$ cat src/rtl/wgt_ram.sv
module wgt_ram #(
  parameter int WIDTH = 8,
  parameter int DEPTH = 16,
  localparam int AW   = (DEPTH > 1) ? $clog2(DEPTH) : 1
) (
  input  logic             clk,
  input  logic             we,
  input  logic [AW-1:0]    waddr,
  input  logic [WIDTH-1:0] wdata,
  input  logic [AW-1:0]    raddr,
  output logic [WIDTH-1:0] rdata
);

  logic [WIDTH-1:0] mem [DEPTH];

  // one write port, registered read port
  always_ff @(posedge clk) begin
    if (we) begin
      mem[waddr] <= wdata;
    end
    rdata <= mem[raddr];
  end

endmodule

$ cat config.mk
export PLATFORM = sky130hd
export DESIGN_NAME = wgt_ram
export DESIGN_NICKNAME = d
export VERILOG_FILES = /design/src/rtl/wgt_ram.sv
export SDC_FILE = /design/constraint.sdc
export NUM_CORES = 1
export LEC_CHECK = 0
export BUFFER_PORTS_ARGS = -buffer_cell sky130_fd_sc_hd__buf_4
export CAP_MARGIN = 10
export CORE_MARGIN = 3
export CORE_UTILIZATION = 43
export CTS_BUF_LIST = sky130_fd_sc_hd__clkbuf_4 sky130_fd_sc_hd__clkbuf_8
export CTS_CLUSTER_DIAMETER = 200
export DETAILED_ROUTE_END_ITERATION = 7
export GPL_TIMING_DRIVEN = 1
export PLACE_DENSITY = 0.55
export SLEW_MARGIN = 30
export SYNTH_ARGS = -nofsm -noshare
export SYNTH_HDL_FRONTEND = slang
export SYNTH_SLANG_ARGS = --single-unit
export TNS_END_PERCENT = 100
$ cat constraint.sdc
create_clock -name clk -period 2 [get_ports clk]
set_input_delay 0.4 -clock clk [delete_from_list [all_inputs] [get_ports clk]]
set_output_delay 0.4 -clock clk [all_outputs]
set_load 0.005 [all_outputs]
=== Word level (Yosys, flattened, before mapping) ===
Memory sizes are Yosys's and may differ from the RTL's. A register that Yosys moved wholly into a read port is not among the register bits.
Cells that the tools add are included.

* Muxes and demuxes: 2

{| class="wikitable"
|+ Operator list
! cell !! number
|-
| $mux 1 || 2
|}

* Bits in registers: 0
* Memories kept: 1
* Memory bits (writable): 128

{| class="wikitable"
|+ Memories
! name !! words !! bits a word !! read ports !! clocked after Yosys merged registers in !! wr ports !! line !! source
|-
| mem || 16 || 8 || 1 || 1 || 1 || 14 || <nowiki>logic [WIDTH-1:0] mem [DEPTH];</nowiki>
|}

=== Depth between registers and ports, before layout ===
* Depth in word-level cells: 2
* Mapped depth: 5

=== Least setup slack after synthesis ===
No wires, ideal clock.

* Kind: input to register
* Start: input port waddr[2]
* End: memory mem[0][0] (enable)
* Cell stages on the path: 2
* Setup slack: 0.107 ns
* Buffers on the path: 0
* Data arrival time: 1.510 ns
* Cells stage by stage: or3b_2 -> nor3_1

{| class="wikitable"
|+ RTL lines
! what !! line !! source
|-
| from (decl) || 8 || <nowiki>input logic [AW-1:0] waddr,</nowiki>
|-
| to (decl) || 14 ||
|}

No word-level cell before the write port.

==> flow_summary.toml <==
[synthesis]
yosysMostFrequentCell = "edfxtp_1"
ys.warnings.count = 0
synth_top_cell_area_share_pct = 74.7
syn-cell-area_sq_um = 5150
yosysTopAreaCell = "edfxtp_1"
synth.avg_cell_area_sq_um = 22.5
syn-instance-count = 229
synthArstFlopShare_pct = 0
synth_cell_types = 19
synth-edff-count = 128
synth_common_cells = "edfxtp_1, mux4_2, a22oi_1"
syn-num-nets = 247
synth_ff_type = "edfxtp_1"
synthTopCellsByArea = "edfxtp_1, mux4_2, mux4_1"
yosysSeqAreaShare_pct = 77.8
ys_seq_elements = 136

[layout]
area_growth_pct = 17.7
fin_area_sq_um = 6060
layout-drive-gt1-share_pct = 32.7
antenna_cells = 0
fin_cells = 446
fin_nets = 308

[clock_tree]
htreeDepth = 4
cts-hold-fix-buffers = 0
cts_made_buffers = 17
cts-resized-gates = 0
clock_latency_ns = 0.43
post_cts_buffers = 0
root_buffer = "clkbuf_8"
cts_tree = "done"
path_clk_slew_ns = 0.07
clock_path_buffers = 2
cts_sinks = 136

[worst_setup_path]
cp.required_ns = 2.32
crit_slowest_cell = "mux4_1"
rr_worst_depth = 3
r2r-start = "mem[0][2]$_DFFE_PP_"
start_kind = "flop"
timing.rr.end = "rdata[2]$_DFF_P_"
slowest_delay_ns = 0.52
r2r_slack_ns = 0.56
path_class = "flop to flop"
crit_path_start = "mem[0][2]$_DFFE_PP_"
end_kind = "flop"
path_delay_family = "multiplexers"
worstPathCellList = "mux4_1 -> a22oi_1 -> nand2_1"
crit_arrival_ns = 1.76
cp_num_buf_inv = 0
path_max_fanout = 1

[timing]
finalMaxSlewViolations = 0
worstMarginPinSlew_ns = 0.428
fmax_ghz = 0.694
grt_setup_unrepaired = "false"
tns_ns = 0
finalCritPeriodShare_pct = 72.1
max_slew_margin_pct = 71.4
hold_viol = 0
setup_violations = 0
fin_crit_ns = 1.44
fin_skew_ns = 0.00629

[hold_path]
hold_end = "mem[5][1]$_DFFE_PP_"
hold_start = "wdata[1]"
hold-path-cell-count = 1
min_path_type = "input pin to flop"

[floorplan]
io_pins = 26
num_rows = 39
initial_core_util_pct = 44.5
dieArea_sq_um = 13300
core_area_sq_um = 11600
die_h_um = 115
die_w_um = 115

[routing]
wl_per_cell_um = 23.4
drt_iter0_drc = 227
ant_nets = 0
via_per_inst = 5.41
vias = 2415
wl_um = 10400
drc_errors = 0
drt_pre_antenna_iters = 4

[place]
dp_cells = 414
post_dp_cell_area_sq_um = 5670
place.gp.congestion = 0.703
hpwl_um = 6620
io_buffers = 25

[global_routing]
overflow = 0
grt_pass1_wl_um = 15600
grt_pass1_vias = 2557
antenna_found_initial = 0
track_usage_pct = 17.2
grt_max_degree = 23

[power_and_ir_drop]
leakagePower_nw = 2.07
power_mw = 5.73
powerDensity_nw_per_um2 = 946
peakVddDrop_mv = 0.650

[status]
status = "finished clean"

[flow_run]
drv_cap = 0
per-stage QoR:
stage	hold slack (ns)	setup slack [ns]	utilization, %
final	0.274	0.559	52.4
after detailed placement	0.664	0.233	49.0
after global placement	0.657	0.249	49.0
after CTS	0.241	0.576	52.4
after floorplan	0.499	0.107	-
after global routing	0.263	0.546	52.4
report_power, final:
part | leakage [nW] | total [mW] | internal, mW | switching, mW
clock | 0.200 | 2.21 | 1.25 | 0.959
sequential | 1.22 | 3.20 | 3.18 | 0.0208
combinational | 0.648 | 0.319 | 0.155 | 0.164
total | 2.07 | 5.73 | 4.59 | 1.14
worst reg2reg max path: stages, from the launching register on:
cell and delay (ns):
edfxtp_1 0.37, mux4_1 0.52, a22oi_1 0.35, nand2_1 0.08
worst max path at each step:
stage	to	slack, ns	cells after the start
after floorplan	mem[0][0]$_DFFE_PP_	0.11	2
after global placement	rdata[5]$_DFF_P_	0.25	5
after detailed placement	rdata[1]$_DFF_P_	0.23	5
after CTS	rdata[2]$_DFF_P_	0.58	3
after global routing	rdata[0]$_DFF_P_	0.55	3
final	rdata[2]$_DFF_P_	0.56	3
logic make-up (layout without fill, tap and decap cells):
group,count (synthesis),in the layout,share of synthesized area [%]
DFF,136,136,77.8
muxes,32,32,15.0
buffers and inverters,10,84,1.68
AOI/OAI and AO/OA,16,16,2.33
and+or+nand+nor,35,35,3.18
area by class of cell:
cell class / count / area [sq um]
clock buffers: 20 / 256
clock inverters: 12 / 133
fillers: 900 / 5510
multi-input cells: 83 / 1060
flip-flops and latches: 136 / 4000
well taps: 143 / 179
repair buffers: 52 / 428
sequential cells by signal (all words and copies together), names as in the netlist:
register	count
mem	128
rdata	8
layer usage:
metal | up-vias | track usage [%] | routed length (um)
li1 | 1099 | - | -
met1 | 1246 | 24.5 | 4980
met2 | 57 | 25.6 | 4850
met3 | 13 | 4.23 | 404
met4 | 0 | 7.28 | 201
met5 | - | 0 | 0
placed cells by master, fill, tap and decap left out:
master	n
clkinvlp_4	1
nor2b_1	1
and2b_1	1
nand3b_1	2
mux4_2	18
nand2_1	9
clkinv_2	4
mux4_1	14
buf_4	49
edfxtp_1	128
nand2b_1	2
bufinv_16	3
clkbuf_4	3
nand3_1	1
nor3_1	4
or3b_2	1
buf_12	3
a22oi_1	16
clkinv_1	4
nor2_1	13
dfxtp_1	8
clkbuf_8	17
and2_1	1
Note: power is estimated with default switching activity, not from simulation.
